--- src/lpqd_pkg.sv ---
// Shared types, codes and constants of the linear-prediction decoder.
package lpqd_pkg;

	localparam int unsigned QUEUE_DEPTH = 2;
	localparam int unsigned CFG_INDEX_W = 8;

	localparam logic [CFG_INDEX_W-1:0] REG_MAX_DIFF = 8'd0;
	localparam logic [CFG_INDEX_W-1:0] REG_START_TS = 8'd1;

	localparam logic [63:0] DOUBLE_TWO         = 64'h4000_0000_0000_0000;
	localparam logic [63:0] DOUBLE_DEFAULT_NAN = 64'hFFF8_0000_0000_0000;

	typedef logic [2:0] fp_op_t;
	localparam fp_op_t FP_CVT = 3'd0;
	localparam fp_op_t FP_ADD = 3'd1;
	localparam fp_op_t FP_SUB = 3'd2;
	localparam fp_op_t FP_MUL = 3'd3;
	localparam fp_op_t FP_DIV = 3'd4;

	typedef struct packed {
		fp_op_t      op;
		logic [63:0] a;
		logic [63:0] b;
	} fp_req_t;

	typedef struct packed {
		logic        block_start;
		logic [63:0] time_step;
		logic [63:0] residual;
	} lpqd_item_t;

endpackage

--- src/lpqd_if.sv ---
// Channel interfaces: input points, result items and configuration writes.
interface lpqd_point_if;
	logic               valid;
	logic               ready;
	logic               block_start;
	logic signed [63:0] time_step;
	logic        [63:0] residual_code;
	modport source(output valid, block_start, time_step, residual_code, input ready);
	modport sink(input valid, block_start, time_step, residual_code, output ready);
endinterface


--- src/lpqd_front.sv ---
// Front end: take point transfers, undo the zigzag code and hand items to the queue.
module lpqd_front (
	lpqd_point_if.sink             point,
	output lpqd_pkg::lpqd_item_t   push_item,
	output logic                   push_valid,
	input  logic                   push_ready
);

	logic [63:0] code;

	assign code       = point.residual_code;
	assign push_valid = point.valid;
	assign point.ready = push_ready;

	always_comb begin
		push_item.block_start = point.block_start;
		push_item.time_step   = point.time_step;
		// zigzag: even codes are non-negative, odd codes negative
		push_item.residual    = {1'b0, code[63:1]} ^ {64{code[0]}};
	end

endmodule

--- src/flat_wrapper.sv ---
// flat-port wrapper written by rule: the top's interface ports become plain ports
module lpqd_front_flat 
  (push_item, push_valid, push_ready, point_valid, point_block_start, point_time_step, point_residual_code, point_ready);
  lpqd_point_if point_i ();
  output lpqd_pkg::lpqd_item_t push_item;
  output logic push_valid;
  input  logic push_ready;
  input wire logic [$bits(point_i.valid)-1:0] point_valid;
  input wire logic [$bits(point_i.block_start)-1:0] point_block_start;
  input wire logic [$bits(point_i.time_step)-1:0] point_time_step;
  input wire logic [$bits(point_i.residual_code)-1:0] point_residual_code;
  output wire logic [$bits(point_i.ready)-1:0] point_ready;
  assign point_i.valid = point_valid;
  assign point_i.block_start = point_block_start;
  assign point_i.time_step = point_time_step;
  assign point_i.residual_code = point_residual_code;
  assign point_ready = point_i.ready;
  lpqd_front u_core (.point(point_i), .push_item(push_item), .push_valid(push_valid), .push_ready(push_ready));
endmodule
--- config.mk ---
export PLATFORM = sky130hd
export DESIGN_NAME = lpqd_front_flat
export DESIGN_NICKNAME = d
export VERILOG_FILES = /design/src/lpqd_pkg.sv /design/src/lpqd_if.sv /design/src/lpqd_front.sv /design/src/flat_wrapper.sv
export SDC_FILE = /design/constraint.sdc
export NUM_CORES = 1
export LEC_CHECK = 0
export BUFFER_PORTS_ARGS = -buffer_cell sky130_fd_sc_hd__buf_2
export CORE_AREA = 4 4 99 101
export DETAILED_ROUTE_END_ITERATION = 7
export DIE_AREA = 0 0 103 105
export PLACE_DENSITY = 0.59
export SYNTH_ARGS = -nofsm -noshare
export SYNTH_HDL_FRONTEND = slang
export SYNTH_SLANG_ARGS = --single-unit
--- constraint.sdc ---
create_clock -name vclk -period 0.8
set_input_delay 0.16 -clock vclk [all_inputs]
set_output_delay 0.16 -clock vclk [all_outputs]
set_load 0.01 [all_outputs]
After elaboration in Yosys (flattened, before gate mapping)
Cells that the tools add are included.
Cells by class
  bitwise logic cells: 1
Operators with widths (count)
  $xor A63 B64 Y64: 1
Storage, ports and cells
  output and inout bits: 131
  register bits: 0
  input bits: 131

Depth between registers and ports, before layout
Gate-level depths: netlist of run 1.
  depth in word-level cells: 1
  gate-level depth with buffers: 3
  mapped depth without buffers: 1

Least setup slack after synthesis of run 1
Ideal clock, no wire load.
  path kind: input -> output
  from: in point_residual_code[0]
  to: out push_item[59] (netlist name)
  data required time: 640 ps
  cell stages on the path: 3
  path buffers: 2
  arrival time: 695 ps
  setup slack: -55 ps
  path through: buf_6 buf_8 xor2_1
RTL lines
  start, declared: line flat_wrapper.sv:11  | input wire logic [$bits(point_i.residual_code)-1:0] point_residual_code;
  end, declared: line flat_wrapper.sv:5  | output lpqd_pkg::lpqd_item_t push_item;

==> flow_summary.toml, run 1 <==
[run_status]
violations = "negative setup slack"
outcome = "finished with violations"

[synthesis]
syn_inst = 138
synth_cell_types = 4
yosys_warnings = 0
syn_area_um2 = 1160
synth-seq-area-share_pct = 0
avgSynthCellArea_um2 = 8.43
syn_nets = 269

[placed_design]
hpwl_um = 2820
placed_area_um2 = 1510
portBuffers = 128
pre_cts_ws_ns = -0.282
gp_congestion = 0.577

[finish]
seqCellArea_um2 = 0
design.seq.count = 0
drive_gt1_share_pct = 77.1
clock_buffer_count = 0
diodes = 0
nNetsFinal = 338
final_cell_mix = "buf_2 (123), xor2_1 (47), xor2_2 (12)"
layout_commonest_cell = "buf_2"
design_area_um2 = 1880
area_delta_synth_final_pct = 61.5

[floorplanning]
ios = 262
die_w_um = 103
dieArea_um2 = 10800
initial_core_util_pct = 12.9
rows = 35
core_area_um2 = 9020
die_y_um = 105

[drt]
viasPerCell = 3.24
vias = 1025
drc_errors = 0
first_pass_iters = 3
ant_nets = 0
post_drt_wl_per_cell_um = 12.4
wirelength_um = 3930
drt_iter0_markers = 3

[timing]
drv_slew = 0
rsz0062_at_grt = "yes"
relSlewSlack_pct = 92.1
worstMarginPinSlew_ns = 0.118
fmax_mhz = 1100
holdWs_ns = 0.320
fin_crit_ns = 0.911
setup_ws_ns = -0.111
tns_ns = -5.21
finalHoldViolCount = 0
setup_viol = 63
period_share_pct = 114

[worst_setup_path]
crit_path_start = "point_residual_code[0]"
worstPathCellList = "buf_16 -> clkbuf_16 -> xor2_1 -> buf_2"
worstSetupStartpointType = "primary input"
max_stage_delay_ns = 0.16
crit_arrival_ns = 0.75
crit_path_end_kind = "output pin"
slowest_stage = "clkbuf_16"
worstPathRequired_ns = 0.64
crit_fanout = 8
worstSetupPathType = "in -> out"

[global_routing]
grt-ovfl-total = 0
first_global_vias = 1067
antenna_found_initial = 0
grtUsageTotal_pct = 6.24
grt_pass1_wl_um = 5420
grt_max_degree = 10

[power]
comb_power_share_pct = 100.0
ir_drop_v = 0.000201
switching_share_pct = 46.5
power.switching_mw = 0.597
leakage_nw = 0.976
intPower_mw = 0.688
p_clk_share_pct = 0
pwr-share-seq_pct = 0
p_per_area_nw_per_um2 = 684

[worst_hold_path]
worstHoldPathCells = 0
hold_end = "push_item[104]"
hp-class = "in -> out"
min_from = "point_time_step[40]"

[run]
max_cap_violations = 0

[clock_tree]
cts_hold_buf = 0
## critical path, delay by kind of cell
family    cells  cell delay, ns
xor+xnor      1            0.15
buf+inv       3            0.43
## routing by layer
metal | GRT usage, % | part of all wire (%)
met1 | 5.73 | 27
met2 | 13.1 | 57
met3 | 0.935 | 13
met4 | 2.13 | 3.3
met5 | 0 | 0
## power groups by stage
| stage | clock [mW] | sequential [mW] | combinational [mW] |
|---|---|---|---|
| floorplan | 0 | 0 | 0.902 |
| global placement | 0 | 0 | 1.05 |
| detailed placement | 0 | 0 | 1.06 |
| CTS | 0 | 0 | 1.27 |
| global route | 0 | 0 | 1.40 |
| finish | 0 | 0 | 1.29 |
## worst max path at each step
stage	slack (ns)	endpoint	cells past startpoint
6_report	-0.11	push_item[27]	4
3_3_place_gp	-0.26	push_item[42]	4
4_1_cts	-0.12	push_item[33]	4
3_5_place_dp	-0.28	push_item[42]	4
5_1_grt	-0.17	push_item[22]	4
2_1_floorplan	-0.02	push_item[0]	3
## stage by stage
| step | util [%] | power [mW] | instances |
|---|---|---|---|
| 2_1_floorplan | - | 0.902 | 138 |
| 3_3_place_gp | 16.7 | 1.05 | 306 |
| 3_5_place_dp | 16.7 | 1.06 | 306 |
| 4_1_cts | 20.0 | 1.27 | 315 |
| 5_1_grt | 20.8 | 1.40 | 316 |
| 6_report | 20.8 | 1.29 | 316 |
## Yosys cell counts
cell | number | area, um2
buf_4 | 68 | 510
xor2_1 | 63 | 552
buf_8 | 6 | 90.1
buf_6 | 1 | 11.3
## layout make-up
cell class                 count  area, um2
fill                         964       7140
multi-input combinational     63        717
tap                          111        139
timing repair buffer         142       1020
## what timing repair did
action                     in CTS  in global routing
setup endpoints to repair      62                 63
cloned                          8                  1
hold endpoints to repair        0                  0
pin swaps                      44                 11
setup buffers                   1                  0
resized for setup              21                  7
## cells by family (layout without fill, tap and decap cells)
family                    Yosys count  in the layout  share of synthesized area (%)
buffers and inverters              75            142                           52.6
xor gates and xnor gates           63             63                           47.4
Note: power is estimated with default switching activity, not from simulation.
==> run 2, diff against run 1 <==
CORE_AREA = 2 2 103 105   (was 4 4 99 101)
DIE_AREA = 0 0 105 107   (was 0 0 103 105)
PLACE_DENSITY = 0.54   (was 0.59)
==> run 2 against run 1 <==
Cell count grew 7.0%. The run still ends with negative setup slack left. Largest power group unchanged. Largest cell class unchanged. Critical path depth is the same. Critical endpoint is now push_item[57]. Highest routed layer unchanged. Via count shrank 3.0%.
==> flow_summary.toml, run 2 (synthesis results as in run 1) <==
[finish]
final_util_pct = 17.9
nNetsFinal = 335
layout_commonest_cell = "buf_2"
final_cell_mix = "buf_2 (125), xor2_1 (48), xor2_2 (11)"
seqCellArea_um2 = 0
fillCellCount = 1114
design_area_um2 = 1810
design.seq.count = 0
clock_buffer_count = 0
area_delta_synth_final_pct = 55.4
drive_gt1_share_pct = 76.2
multi_input_area_um2 = 709
diodes = 0

[worst_hold_path]
hp-class = "in -> out"

[timing]
fin_crit_ns = 0.927
rsz0062_at_grt = "yes"
setup_viol = 63
period_share_pct = 116
worstMarginPinSlew_ns = 0.135
fmax_mhz = 1080
finalHoldViolCount = 0
relSlewSlack_pct = 91.0
drv_slew = 0
setup_ws_ns = -0.127

[drt]
drc_errors = 0
first_pass_iters = 2
vias = 994
post_drt_wl_per_cell_um = 10.8
viasPerCell = 2.94
wirelength_um = 3640
ant_nets = 0
drt_iter0_markers = 21

[placed_design]
gp_congestion = 0.602
pre_cts_ws_ns = -0.250
hpwl_um = 2590
placed_area_um2 = 1550
portBuffers = 128

[floorplanning]
ios = 262
dieArea_um2 = 11200
rows = 37
initial_core_util_pct = 11.5
die_w_um = 105
core_area_um2 = 10100
die_y_um = 107

[worst_setup_path]
crit_fanout = 8
crit_path_end_kind = "output pin"
max_stage_delay_ns = 0.17
cpMostUsedCell = "buf_16"
worstPathCellList = "buf_16 -> buf_16 -> xor2_2 -> buf_2"
worstPathRequired_ns = 0.64
worstSetupStartpointType = "primary input"
slowest_stage = "buf_16"
crit_arrival_ns = 0.77
worst_path_dominant_cell_family = "buffers and inverters"
path_buf_inv = 3
worstSetupPathType = "in -> out"

[global_routing]
grt-ovfl-total = 0
first_global_vias = 897
antenna_found_initial = 0
grt_max_degree = 15
grtUsageTotal_pct = 5.16
grt_pass1_wl_um = 4620

[power]
pwr-share-seq_pct = 0
power.switching_mw = 0.579
leakage_nw = 0.932
ir_drop_v = 0.000229
switching_share_pct = 47.7
comb_power_share_pct = 100.0
intPower_mw = 0.634
p_per_area_nw_per_um2 = 671
p_clk_share_pct = 0

[run]
max_cap_violations = 0

[run_status]
outcome = "finished with violations"
violations = "negative setup slack"
-- run 2: final cells by class --
| class | count | share of cell area, % |
|---|---|---|
| multi-input cells | 63 | 39.2 |
| well taps | 136 | 9.41 |
| repair buffers | 139 | 51.3 |
-- run 2: final timing paths --
kind,slack [ns],cells past startpoint,endpoint,start
setup / recovery,-0.13,4,push_item[57],point_residual_code[0]
hold / removal,0.32,0,push_item[110],point_time_step[46]
-- run 2: routing by layer --
| metal | share of wire (%) | GRT usage (%) |
|---|---|---|
| met1 | 34 | 4.97 |
| met2 | 50 | 10.7 |
| met3 | 13 | 1.28 |
| met4 | 2.3 | 1.33 |
| met5 | 0 | 0 |
-- run 2: what timing repair did --
| item | 4_1_cts | 5_1_grt |
|---|---|---|
| hold buffers | 0 | 0 |
| buffers inserted | 0 | 1 |
| cloned | 5 | 1 |
| pin swaps | 36 | 16 |
| gates resized for setup | 12 | 7 |
| setup endpoints to repair | 64 | 62 |
-- run 2: power groups by stage --
stage                     Clock [mW]  Combinational [mW]  Sequential (mW)
after global placement             0                1.05                0
final                              0                1.21                0
after floorplan                    0               0.902                0
after global routing               0                1.30                0
after detailed placement           0                1.06                0
after CTS                          0                1.18                0
-- run 2: metrics by stage --
stage,total power [mW],setup TNS [ns],hold slack [ns],std cells
6_report,1.21,-5.35,0.320,338
5_1_grt,1.30,-7.21,0.320,338
4_1_cts,1.18,-6.07,0.320,336
3_5_place_dp,1.06,-11.97,0.320,331
3_3_place_gp,1.05,-11.41,0.320,331
2_1_floorplan,0.902,-1.39,0.368,138
==> run 3, diff against run 2 <==
REMOVE_ABC_BUFFERS = 1   (was not set)
==> run 3 against run 2 <==
The flow still finishes with violations (negative setup slack). Via count up 16%. Cell area fell by 5.8%. Count of clock-buffer cells in the layout is the same. First-iteration DRC count up 48%. Core utilization shrank 1.0 points. Highest routed layer is now met5.
==> flow_summary.toml, run 3 (synthesis results as in run 1) <==
[global_routing]
grt-ovfl-total = 0
first_global_vias = 1069
grt_max_degree = 18
grtUsageTotal_pct = 19.3
grt_pass1_wl_um = 13600
antenna_found_initial = 0

[finish]
layout_commonest_cell = "buf_2"
final_cell_mix = "buf_2 (127), xor2_1 (54), xor2_2 (9)"
diodes = 0
final_cells = 337
drive_gt1_share_pct = 73.1
seqCellArea_um2 = 0
clock_buffer_count = 0
area_delta_synth_final_pct = 46.3
design.seq.count = 0
fillCellCount = 1155
nNetsFinal = 334

[clock_tree]
cts_hold_buf = 0
post_cts_buffers = 0

[timing]
rsz0062_at_grt = "yes"
setup_viol = 63
tns_ns = -5.93
worstMarginPinSlew_ns = 0.140
drv_slew = 0
period_share_pct = 117
finalHoldViolCount = 0
fin_crit_ns = 0.932
fmax_mhz = 1070
setup_ws_ns = -0.132
relSlewSlack_pct = 90.7

[worst_setup_path]
crit_path_end_kind = "output pin"
worstPathRequired_ns = 0.64
crit_end = "push_item[22]"
worstSetupPathType = "in -> out"
crit_fanout = 8
crit_arrival_ns = 0.77
crit_path_start = "point_residual_code[0]"
worstSetupStartpointType = "primary input"

[drt]
drt_iter0_markers = 31
wirelength_um = 11800
ant_nets = 0
drc_errors = 0
vias = 1156
viasPerCell = 3.43
post_drt_wl_per_cell_um = 34.9
first_pass_iters = 4

[power]
leakage_nw = 0.912
p_per_area_nw_per_um2 = 703
total_power_mw = 1.20
ir_drop_v = 0.000157

[run_status]
outcome = "finished with violations"
violations = "negative setup slack"

[placed_design]
portBuffers = 128
hpwl_um = 10400
gp_congestion = 0.809
pre_cts_ws_ns = -0.253
dp_cells = 329

[floorplanning]
rows = 37
initial_core_util_pct = 11.5
dieArea_um2 = 11200
ios = 262
die_w_um = 105
core_area_um2 = 10100
die_y_um = 107

[run]
max_cap_violations = 0

[worst_hold_path]
hp-class = "in -> out"
-- run 3: layer usage --
| layer | vias to the layer above | wire length, um | GRT usage, % |
|---|---|---|---|
| li1 | 463 | - | - |
| met1 | 479 | 2530 | 11.4 |
| met2 | 206 | 5680 | 33.4 |
| met3 | 6 | 3450 | 27.5 |
| met4 | 2 | 70 | 0.952 |
| met5 | - | 47 | 2.86 |
-- run 3: worst min-delay path by stage --
stage                                   start  cells past startpoint        endpoint
after floorplan                    push_ready                      0     point_ready
after global placement    point_time_step[36]                      0  push_item[100]
final                     point_time_step[36]                      0  push_item[100]
after global routing      point_time_step[41]                      0  push_item[105]
after detailed placement  point_time_step[36]                      0  push_item[100]
after CTS                 point_time_step[36]                      0  push_item[100]
-- run 3: power by group --
| group | internal (mW) | switching, mW |
|---|---|---|
| combinational | 0.598 | 0.599 |
| clock | 0 | 0 |
| sequential | 0 | 0 |
| total | 0.598 | 0.599 |
-- run 3: area by class of cell --
cell class / instances / area, um2 / area share, %
repair buffers: 138 / 913 / 53.6
well taps: 136 / 170 / 9.99
multi-input cells: 63 / 619 / 36.4
-- run 3: repair_timing --
action,CTS,global route
pin swaps,8,53
gates cloned,4,4
hold endpoints to repair,0,0
resized for setup,8,9
setup endpoints to repair,64,64
-- run 3: through the flow --
| stage | util (%) | area (um2) | hold WS (ns) |
|---|---|---|---|
| final | 16.9 | 1700 | 0.320 |
| after global routing | 16.9 | 1700 | 0.320 |
| after CTS | 15.2 | 1540 | 0.320 |
| after detailed placement | 13.9 | 1410 | 0.320 |
| after global placement | 13.9 | 1410 | 0.320 |
| after floorplan | - | 552 | 0.320 |
-- run 3: worst max-delay path, stage by stage --
cell and delay, ns:
clkbuf_16 0.14, buf_12 0.14, xor2_2 0.16, buf_2 0.16
