==> config.mk <==
export PLATFORM = sky130hd
export DESIGN_NAME = lpqd_queue
export DESIGN_NICKNAME = d
export VERILOG_FILES = /design/src/lpqd_pkg.sv /design/src/lpqd_queue.sv
export SDC_FILE = /design/constraint.sdc
export NUM_CORES = 1
export LEC_CHECK = 0
export BUFFER_PORTS_ARGS = -buffer_cell sky130_fd_sc_hd__clkbuf_2
export CORE_UTILIZATION = 40
export CTS_CLUSTER_SIZE = 24
export DETAILED_ROUTE_END_ITERATION = 6
export GPL_ROUTABILITY_DRIVEN = 0
export HOLD_SLACK_MARGIN = 0.1
export MAX_ROUTING_LAYER = met4
export PLACE_DENSITY = 0.73
export SLEW_MARGIN = 15
export SYNTH_ARGS = -nofsm -noshare
export SYNTH_HDL_FRONTEND = slang
export SYNTH_SLANG_ARGS = --single-unit
==> constraint.sdc <==
create_clock -name clk -period 8.5 [get_ports clk]
set_input_delay 0.85 -clock clk [delete_from_list [all_inputs] [get_ports clk]]
set_output_delay 0.85 -clock clk [all_outputs]
set_load 0.05 [all_outputs]
==> src/lpqd_pkg.sv <==
// Shared types, codes and constants of the linear-prediction decoder.
package lpqd_pkg;

	localparam int unsigned QUEUE_DEPTH = 2;
	localparam int unsigned CFG_INDEX_W = 8;

	localparam logic [CFG_INDEX_W-1:0] REG_MAX_DIFF = 8'd0;
	localparam logic [CFG_INDEX_W-1:0] REG_START_TS = 8'd1;

	localparam logic [63:0] DOUBLE_TWO         = 64'h4000_0000_0000_0000;
	localparam logic [63:0] DOUBLE_DEFAULT_NAN = 64'hFFF8_0000_0000_0000;

	typedef logic [2:0] fp_op_t;
	localparam fp_op_t FP_CVT = 3'd0;
	localparam fp_op_t FP_ADD = 3'd1;
	localparam fp_op_t FP_SUB = 3'd2;
	localparam fp_op_t FP_MUL = 3'd3;
	localparam fp_op_t FP_DIV = 3'd4;

	typedef struct packed {
		fp_op_t      op;
		logic [63:0] a;
		logic [63:0] b;
	} fp_req_t;

	typedef struct packed {
		logic        block_start;
		logic [63:0] time_step;
		logic [63:0] residual;
	} lpqd_item_t;

endpackage

==> src/lpqd_queue.sv <==
// Short item queue between front and back end.
module lpqd_queue #(
	parameter int unsigned DEPTH = lpqd_pkg::QUEUE_DEPTH
) (
	input  logic                  clk,
	input  logic                  arst_n,
	input  logic                  push_valid,
	input  lpqd_pkg::lpqd_item_t  push_item,
	output logic                  push_ready,
	output logic                  pop_valid,
	output lpqd_pkg::lpqd_item_t  pop_item,
	input  logic                  pop_ready
);

	localparam int unsigned PW = (DEPTH > 1) ? $clog2(DEPTH) : 1;
	localparam int unsigned CW = $clog2(DEPTH + 1);
	localparam logic [PW-1:0] LAST = PW'(DEPTH - 1);
	localparam logic [CW-1:0] FULL = CW'(DEPTH);

	lpqd_pkg::lpqd_item_t entry_q [DEPTH];
	logic [PW-1:0] wr_q, rd_q;
	logic [CW-1:0] cnt_q;
	logic          do_push, do_pop;

	assign push_ready = (cnt_q != FULL);
	assign pop_valid  = (cnt_q != '0);
	assign pop_item   = entry_q[rd_q];
	assign do_push    = push_valid && push_ready;
	assign do_pop     = pop_valid && pop_ready;

	always_ff @(posedge clk) begin
		if (do_push) begin
			entry_q[wr_q] <= push_item;
		end
	end

	always_ff @(posedge clk or negedge arst_n) begin
		if (!arst_n) begin
			wr_q  <= '0;
			rd_q  <= '0;
			cnt_q <= '0;
		end else begin
			if (do_push) begin
				wr_q <= (wr_q == LAST) ? '0 : wr_q + PW'(1);
			end
			if (do_pop) begin
				rd_q <= (rd_q == LAST) ? '0 : rd_q + PW'(1);
			end
			if (do_push && !do_pop) begin
				cnt_q <= cnt_q + CW'(1);
			end else if (do_pop && !do_push) begin
				cnt_q <= cnt_q - CW'(1);
			end
		end
	end

endmodule

Word level (Yosys, flattened, before mapping)
Memory sizes are Yosys's and may differ from the RTL's.
Index checks and enable logic that the tools add are counted.
{"block": "totals", "wordCells": 23, "reg_bits": 4, "ram_bits": 258, "latch_bits": 0, "memories": 1, "mem_bits_ro": 0}
{"memory": "entry_q", "words": 2, "width": 129, "read_ports": 1, "rd_clocked_by_memory_dff": 0, "wr": 1, "line": "lpqd_queue.sv:20", "text": "lpqd_pkg::lpqd_item_t entry_q [DEPTH];"}
{"block": "op_classes", "n_reduce_logical": 8, "n_bitwise": 0, "mux": 6, "magnitude_cmp": 0, "multipliers": 0, "div": 0, "n_shift": 0, "n_eq_ne": 1, "add_sub_neg": 4}
{"operator": "$logic_and 1x1->1", "n": 4}
{"operator": "$mux 1", "n": 4}
{"operator": "$mux 2", "n": 2}
{"operator": "$reduce_bool 2->1", "n": 2}
{"operator": "$add 1x1->1 const B", "n": 2}
{"operator": "$add 2x1->2 const B", "n": 1}
{"operator": "$logic_not 1->1", "n": 2}
{"operator": "$ne 2x2->1 const B", "n": 1}
{"operator": "$sub 2x1->2 const B", "n": 1}

Longest topological paths before layout
Gate-level depths: netlist of the first run.
{"block": "depth", "word_depth": 6, "ltp_mapped": 7, "depth_no_buf": 7}

Worst setup path after synthesis of the first run
OpenSTA, ideal clock, no wires.
{"block": "synth_timing", "kind": "register to register", "startpoint": "register cnt_q[0]", "endpoint": "memory entry_q[0][0] in the netlist's numbering, enable pin", "arrival_ns": 6.431, "stages_incl_launch_ff": 4, "period_less_slack_ns": 7.050, "setup_time_ns": 0.619, "n_path_buf": 0, "path_slack_ns": 1.450, "cell_sequence": "dfrtp_1 nand2b_1 nand2_1 nor2_1"}
{"block": "synth_via", "elab_chain_len": 4}
{"item": "from (decl)", "line": "lpqd_queue.sv:22", "text": "logic [CW-1:0] cnt_q;"}
{"item": "from (signal assigned)", "line": "lpqd_queue.sv:50", "text": "cnt_q <= cnt_q + CW'(1);"}
{"item": "from (signal assigned)", "line": "lpqd_queue.sv:52", "text": "cnt_q <= cnt_q - CW'(1);"}
{"item": "$ne 2x2->1", "line": "lpqd_queue.sv:25", "text": "assign push_ready = (cnt_q != FULL);"}
{"item": "via push_ready", "line": "lpqd_queue.sv:9", "text": "output logic push_ready,"}
{"item": "$logic_and 1x1->1", "line": "lpqd_queue.sv:28", "text": "assign do_push = push_valid && push_ready;"}
{"item": "$mux 1", "line": "lpqd_queue.sv:32", "text": "if (do_push) begin"}
{"item": "$mux 1 (not written as such)", "line": "lpqd_queue.sv:33", "text": "entry_q[wr_q] <= push_item;"}
{"item": "to (decl)", "line": "lpqd_queue.sv:20"}
The timed path passes the listed nets, and every way through them passes these cells.

==> results.yml, run 1 <==
timing:
  period_share: 0.474
  hold_viol_final: 0
  relSlewSlack: 0.286
  slew_violations: 0
  worst_clock_skew_ns: 0.0107
  fmax_ghz: 0.248
  tns_ns: 0
  period_needed_ns: 4.03
  worstMarginPinSlew_ns: 1.07
  fin_ws_ns: 4.47
  grt_setup_unrepaired: "false"
  setup_viol: 0
final_layout:
  drive_gt1_frac: 0.603
  area_delta_synth_final_pct: 25.7
  nets: 837
  num_antenna_cells: 0
die:
  ios: 264
  die_x_um: 156
  die-area_um2: 24400
  start_util: 0.407
  core_area_um2: 23400
  die_h_um: 156
  rows: 56
clock_tree:
  ctsHtreeMaxLevel: 1
  numCtsBuffers: 27
  postCtsSetupBuffers: 0
  cts_resized: 0
  clk_pin_slew_worst_paths_ns: 0.06
  ctsHoldBuffers: 1
  root_buffer: "clkbuf_16"
  cts_tree: "built"
  cts.sinks: 262
  clk_path_buf_depth: 3
  insertion_delay_ns: 0.53
power:
  p_leak_uw: 0.00451
  power_density_nw_per_um2: 411
  vdd_drop_max_mv: 0.217
  power_uw: 4920
setup_path:
  critPathRequiredTime_ns: 7.65
  critPathArrivalTime_ns: 3.18
  worstPathMaxFanout: 76
  cpPeakStageDelay_ns: 1.07
  cp-start-kind: "register"
  cp-end-kind: "primary output"
  path_class: "reg -> out"
  crit_buf_inv: 2
  crit_chain: "buf_4, mux2_2, clkbuf_2"
  critPathTopFamily: "flip-flops"
  crit_path_top_delay_cell: "dfrtp_4"
synthesis:
  yosys.area.top_type_share: 0.813
  synth_seq_cells: 262
  synth_top_cell_by_area: "edfxtp_1"
  ys_seq_area_frac: 0.824
  syn_avg_cell_area_um2: 22.7
  syn_inst: 419
  netlist_top_cells_area: "edfxtp_1 (81%), mux2_2 (15%), buf_6 (1.2%)"
  netlist_area_um2: 9530
  synth_warnings: 0
  syn-num-nets: 553
  ys_types: 15
detailed_routing:
  ant_nets: 0
  remaining_drc_errors: 0
  dr.pass1.iters: 4
  first_iter_violations: 214
  route.vias.total: 4865
  vias_per_cell: 4.68
  wl_per_cell_um: 16.9
  routed_wirelength_um: 17500
grt:
  grt_pass1_vias: 5055
  grt_first_pass_wirelength_um: 26300
  antenna_found_initial: 0
  track_usage: 0.144
  grt_max_degree: 81
  grt_remaining_overflow: 0
flow_run:
  max_cap_violations: 0
placed_design:
  dp_hpwl_um: 11200
  portBuffers: 263
  post-place-ws_ns: 5.04
status:
  status: "finished, final reports clean"
hold_path:
  hp-class: "reg -> reg"
cell usage after synthesis:
cell,number
nor2_1,2
xnor2_1,3
buf_6,10
xor2_1,2
inv_1,1
or2_2,1
edfxtp_1,258
dfrtp_1,4
mux2_2,129
nand2_1,2
buf_2,3
buf_4,1
and3_1,1
nand2b_1,1
ha_1,1
cell usage in the layout, fill, tap and decap left out, drive strengths merged:
cell         instances
dlygate4sd3          1
nand2b               1
bufinv               1
dfrtp                4
xor2                 2
inv                  2
buf                  5
clkbuf             295
nor2                 2
mux2               129
or2                  1
clkinv              12
xnor2                3
edfxtp             258
nand2                2
ha                   1
and3                 1
report_power, final:
part	internal (uW)	leakage [uW]	switching (uW)	total (uW)
sequential	1770	0.00244	132	1900
clock	606	0.000385	450	1060
combinational	525	0.00168	1440	1970
total	2900	0.00451	2030	4920
registers in the layout (all words and copies together), names as in the netlist:
register  count
cnt_q         2
entry_q     258
rd_q          1
wr_q          1
layout make-up:
class,instances,area [um2]
clock inverter,14,88.8
clock buffer,32,694
timing repair buffer,269,1380
tap,319,399
fill,1969,11400
multi-input combinational,142,1560
inverter,1,3.75
sequential,262,7850
through the flow:
stage               hold WS (ns)  std cells   util  cell area, um2
detailed placement         0.492        991  0.477           11200
global route               0.477       1039  0.512           12000
global placement           0.473        991  0.477           11200
CTS                        0.475       1038  0.511           11900
floorplan                  0.456        419      -            9530
finish                     0.498       1039  0.512           12000
metal layers:
metal  wire, um  track usage  up-vias
met2       8760        0.247      192
met4        722       0.0607        0
met3       1330       0.0413       48
met1       6710        0.155     2382
met5          0            -        -
li1           -            -     2243
worst paths after layout:
path,end,slack [ns],start,cells after the start
min in group asynchronous,rd_q,0.69,arst_n,2
max in group asynchronous,rd_q,7.67,arst_n,2
setup / recovery,pop_item[17],4.47,rd_q,3
hold / removal,cnt_q[1],0.50,cnt_q[1],1
setup reg to reg,entry_q[0][103],5.89,cnt_q[0],4
hold reg to reg,cnt_q[1],0.50,cnt_q[1],1
kinds of logic after synthesis:
group         Yosys count  share of synthesized area
mux                   129                      0.152
xor+xnor                5                    0.00460
buf+inv                15                     0.0146
simple gates            7                    0.00355
fa+ha+maj               1                    0.00131
flops                 262                      0.824
No activity file was read; power rests on OpenSTA's default activity.
==> run 2, diff against run 1 <==
==> constraint.sdc (replaced) <==
create_clock -name clk -period 3.9 [get_ports clk]
set_input_delay 0.39 -clock clk [delete_from_list [all_inputs] [get_ports clk]]
set_output_delay 0.39 -clock clk [all_outputs]
set_load 0.05 [all_outputs]
==> run 2 against run 1 <==
Against the previous run: non-clock buffer count grew 130; largest power group unchanged; highest routed layer unchanged; critical path type unchanged; cell area grew 12%; sequential share of layout area shrank 6.8 points.
==> results.yml, run 2 (synthesis results as in run 1) <==
status:
  status: "finished, final reports clean"
setup_path:
  worstPathMaxFanout: 51
  cp-start-kind: "register"
  critPathArrivalTime_ns: 2.46
  reg2regPathDepth: 3
  crit_path_top_delay_cell: "dfrtp_4"
  cp-end-kind: "primary output"
  critPathRequiredTime_ns: 3.51
  worstReg2RegEnd: "entry_q[1][98]"
  startpoint: "rd_q"
  r2r_slack_ns: 1.67
  crit_path_end: "pop_item[9]"
  cpPeakStageDelay_ns: 0.91
  path_class: "reg -> out"
  crit_chain: "buf_12, mux2_2, clkbuf_2"
  rr_startpoint: "cnt_q[0]"
die:
  die_x_um: 156
  start_util: 0.407
  rows: 56
  die_h_um: 156
  ios: 264
  core_area_um2: 23400
  die-area_um2: 24400
clock_tree:
  root_buffer: "clkbuf_16"
  clk_path_buf_depth: 3
  clk_pin_slew_worst_paths_ns: 0.06
  insertion_delay_ns: 0.52
  cts_tree: "built"
  cts_resized: 0
  numCtsBuffers: 27
  ctsHtreeMaxLevel: 1
  cts.sinks: 262
placed_design:
  placed_cells: 993
  dp_hpwl_um: 11500
  portBuffers: 263
grt:
  grt_max_degree: 130
  grt_pass1_vias: 5757
  antenna_found_initial: 2
  track_usage: 0.161
  grt_remaining_overflow: 0
  grt_first_pass_wirelength_um: 29400
detailed_routing:
  routed_wirelength_um: 20000
  dr.pass1.iters: 4
  remaining_drc_errors: 0
  routed.top_layer: "met4"
  route.vias.total: 5388
  wl_per_cell_um: 17.1
  ant_nets: 0
  first_iter_violations: 266
  wl_met1_um: 7730
  wl_met2_um: 10600
  wl_met3_um: 1240
  vias_per_cell: 4.59
power:
  vdd_drop_max_mv: 0.565
  p_leak_uw: 0.00509
  power_density_nw_per_um2: 830
timing:
  fmax_ghz: 0.351
  worstMarginPinSlew_ns: 0.928
  slew_violations: 0
  period_needed_ns: 2.85
  relSlewSlack: 0.381
  period_share: 0.732
  hold_viol_final: 0
  worst_clock_skew_ns: 0.00848
  setup_viol: 0
  grt_setup_unrepaired: "false"
  tns_ns: 0
flow_run:
  max_cap_violations: 0
final_layout:
  multi_input_area_um2: 1560
  drive_gt1_frac: 0.515
  final_cell_mix: "clkbuf_2 (263), edfxtp_1 (258), dlygate4sd3_1 (130)"
  regArea_um2: 7850
  nets: 967
  largest-register: "entry_q"
  finalNonFillerCells: 1174
  nFillCells: 1794
  final_common_cell: "clkbuf_2"
  largest_reg_flops: 258
  area_delta_synth_final_pct: 40.2
  top_regs: "entry_q: 258 flops, cnt_q: 2 flops"
hold_path:
  hp-class: "in -> reg"
run 2: cell count changes in the layout (fill, tap and decap cells not counted), sizes merged:
cell	before	now
inv	2	1
buf	5	6
bufinv	1	3
diode	0	2
clkbuf	295	297
dlygate4sd3	1	130
run 2: timing repair:
action                                  4_1_cts  5_1_grt
hold buffers                                130        0
endpoints found under the hold margin       262        0
buffers inserted                              0        0
endpoints found under the setup margin        0        0
run 2: worst max-delay path: cells and delay by family, from the launching register on:
family   cells  cell delay (ns)
buf+inv      2             0.60
flops        1             0.91
mux          1             0.41
run 2: area by class of cell:
cell class,instances,share of cell area
Clock inverter,15,0.0108
Sequential cell,262,0.588
Inverter,1,0.000281
Timing Repair Buffer,399,0.202
Tap cell,319,0.0299
Antenna cell,2,0.000375
Multi-Input combinational cell,142,0.116
Clock buffer,34,0.0525
run 2: where the power goes:
| part | switching (uW) | total, uW | internal, uW |
|---|---|---|---|
| sequential | 256 | 4110 | 3860 |
| combinational | 3270 | 4520 | 1250 |
| clock | 993 | 2460 | 1460 |
| total | 4520 | 11100 | 6570 |
run 2: worst min-delay path by stage:
stage                     depth (start not counted)      start  slack, ns  endpoint
after floorplan                                   0     arst_n       0.09  cnt_q[0]
after global placement                            1     arst_n       0.20  cnt_q[1]
after detailed placement                          1     arst_n       0.20  cnt_q[1]
after CTS                                         3  pop_ready       0.12      rd_q
after global routing                              3  pop_ready       0.17      rd_q
final                                             3  pop_ready       0.14      rd_q
run 2: routing by layer:
layer | global-route usage | up-vias
met2 | 0.290 | 194
met3 | 0.0357 | 39
met5 | - | -
li1 | - | 2507
met1 | 0.175 | 2648
met4 | 0.0551 | 0
run 2: per-stage QoR:
stage / hold slack, ns / area [um2] / power [uW] / utilization / setup slack [ns]
3_3_place_gp: 0.203 / 11200 / 8530 / 0.479 / 1.56
5_1_grt: 0.166 / 13400 / 11500 / 0.571 / 0.904
3_5_place_dp: 0.203 / 11200 / 8580 / 0.479 / 1.55
4_1_cts: 0.118 / 13400 / 11200 / 0.571 / 0.984
2_1_floorplan: 0.0944 / 9540 / 7660 / - / 0.454
6_report: 0.145 / 13400 / 11100 / 0.571 / 1.05
==> run 3, diff against run 2 <==
--- a/config.mk
+++ b/config.mk
@@ -12,7 +12,7 @@
 export GPL_ROUTABILITY_DRIVEN = 0
 export HOLD_SLACK_MARGIN = 0.1
 export MAX_ROUTING_LAYER = met4
-export PLACE_DENSITY = 0.73
+export PLACE_DENSITY = 0.75
 export SLEW_MARGIN = 15
 export SYNTH_ARGS = -nofsm -noshare
 export SYNTH_HDL_FRONTEND = slang
==> constraint.sdc (replaced) <==
create_clock -name clk -period 2.5 [get_ports clk]
set_input_delay 0.25 -clock clk [delete_from_list [all_inputs] [get_ports clk]]
set_output_delay 0.25 -clock clk [all_outputs]
set_load 0.05 [all_outputs]
==> run 3 against run 2 <==
Against the previous run: routed wire length grew 2.9%; non-clock buffer count grew 11; clock skew decreased by 0.0045 ns; global-route usage rose by 0.73 points; register-to-register slack got worse by 0.93 ns; critical path depth unchanged; total power is 58% higher.
==> results.yml, run 3 (synthesis results as in run 1) <==
grt:
  grt_first_pass_wirelength_um: 30600
  track_usage: 0.168
  grt_remaining_overflow: 0
  antenna_found_initial: 1
  grt_max_degree: 67
  grt_pass1_vias: 5819
detailed_routing:
  ant_nets: 0
  dr.pass1.iters: 4
  routed_wirelength_um: 20600
  route.vias.total: 5457
  first_iter_violations: 243
  remaining_drc_errors: 0
  wl_per_cell_um: 17.4
  vias_per_cell: 4.61
setup_path:
  critPathRequiredTime_ns: 2.25
  cp-start-kind: "register"
  cp-end-kind: "primary output"
  cpPeakStageDelay_ns: 0.69
  crit_chain: "buf_12, mux2_2, clkbuf_2"
  worstPathMaxFanout: 37
  critPathArrivalTime_ns: 2.15
  crit_buf_inv: 2
  crit_path_top_delay_cell: "dfrtp_4"
  critPathTopFamily: "flip-flops"
  path_class: "reg -> out"
timing:
  grt_setup_unrepaired: "false"
  setup_viol: 0
  period_needed_ns: 2.40
  period_share: 0.961
  fmax_ghz: 0.416
  slew_violations: 0
  whs_ns: 0.459
  relSlewSlack: 0.691
  worstMarginPinSlew_ns: 0.463
  hold_viol_final: 0
  worst_clock_skew_ns: 0.00397
final_layout:
  finalNonFillerCells: 1184
  area_delta_synth_final_pct: 42.0
  nFillCells: 1773
  nets: 978
  largest-register: "entry_q"
  stdcell_area_um2: 13500
  drive_gt1_frac: 0.523
  largest_reg_flops: 258
  multi_input_area_um2: 1570
  final_common_cell: "clkbuf_2"
  regArea_um2: 7850
  top_regs: "entry_q: 258 flops, cnt_q: 2 flops"
  final_cell_mix: "clkbuf_2 (263), edfxtp_1 (258), dlygate4sd3_1 (133)"
clock_tree:
  numCtsBuffers: 27
  cts_tree: "built"
  clk_pin_slew_worst_paths_ns: 0.06
  cts_resized: 0
  root_buffer: "clkbuf_16"
  insertion_delay_ns: 0.51
  clk_path_buf_depth: 3
  ctsHtreeMaxLevel: 1
  cts.sinks: 262
power:
  power_density_nw_per_um2: 1300
  vdd_drop_max_mv: 1.18
  p_leak_uw: 0.00517
  power_uw: 17500
placed_design:
  dp_hpwl_um: 12500
  portBuffers: 263
  placed_cells: 1001
  placed_area_um2: 11300
flow_run:
  max_cap_violations: 0
die:
  core_area_um2: 23400
  start_util: 0.407
  die_h_um: 156
  ios: 264
  rows: 56
  die-area_um2: 24400
  die_x_um: 156
hold_path:
  hp-class: "in -> reg"
status:
  status: "finished, final reports clean"
==> run 3: changes by cell type in the layout (fill, tap and decap cells not counted), moves of 2 or more <==
cell	delta
buf_12	+5
clkbuf_1	-5
buf_4	+3
dlygate4sd3_1	+3
clkinv_1	+2
clkinvlp_4	+2
==> run 3: power breakdown <==
group	switching, uW	leakage (uW)	total [uW]	internal (uW)
registers	333	0.00244	6330	6000
clock network	1580	0.000420	3850	2270
logic	5240	0.00231	7350	2100
total	7150	0.00517	17500	10400
==> run 3: final cells by class <==
class / count / area share
clock buffers: 29 / 0.0505
well taps: 319 / 0.0295
flip-flops and latches: 262 / 0.580
clock inverters: 20 / 0.0127
inverters: 1 / 0.000277
multi-input cells: 142 / 0.116
repair buffers: 410 / 0.211
diodes: 1 / 0.000185
==> run 3: repair_timing <==
item                       4_1_cts  5_1_grt
setup endpoints to repair        0        0
hold buffers                   133        0
hold endpoints to repair       264        0
buffers inserted                 0        0
==> run 3: through the flow <==
stage	TNS, ns	util	setup WS [ns]
3_5_place_dp	0	0.485	0.601
4_1_cts	0	0.578	0.0418
3_3_place_gp	0	0.485	0.620
6_report	0	0.578	0.0971
2_1_floorplan	-102.19	-	-0.559
5_1_grt	0	0.578	0.00116
==> run 3: path summary, 6_finish.rpt <==
check,start,end,slack [ns],cells after the start
worst max-delay path,rd_q,pop_item[14],0.1,3
worst min-delay path,push_item[101],entry_q[0][101],0.46,2
worst max register to register,cnt_q[0],entry_q[1][6],0.74,3
worst min register to register,wr_q,wr_q,0.57,1
max in group asynchronous,arst_n,rd_q,1.66,3
min in group asynchronous,arst_n,rd_q,0.65,3
==> run 3: routing by layer <==
layer,up-vias,wire length [um],GRT usage
met2,220,10600,0.295
met1,2660,8050,0.188
met4,0,701,0.0630
met5,-,0,-
met3,49,1260,0.0366
li1,2528,-,-
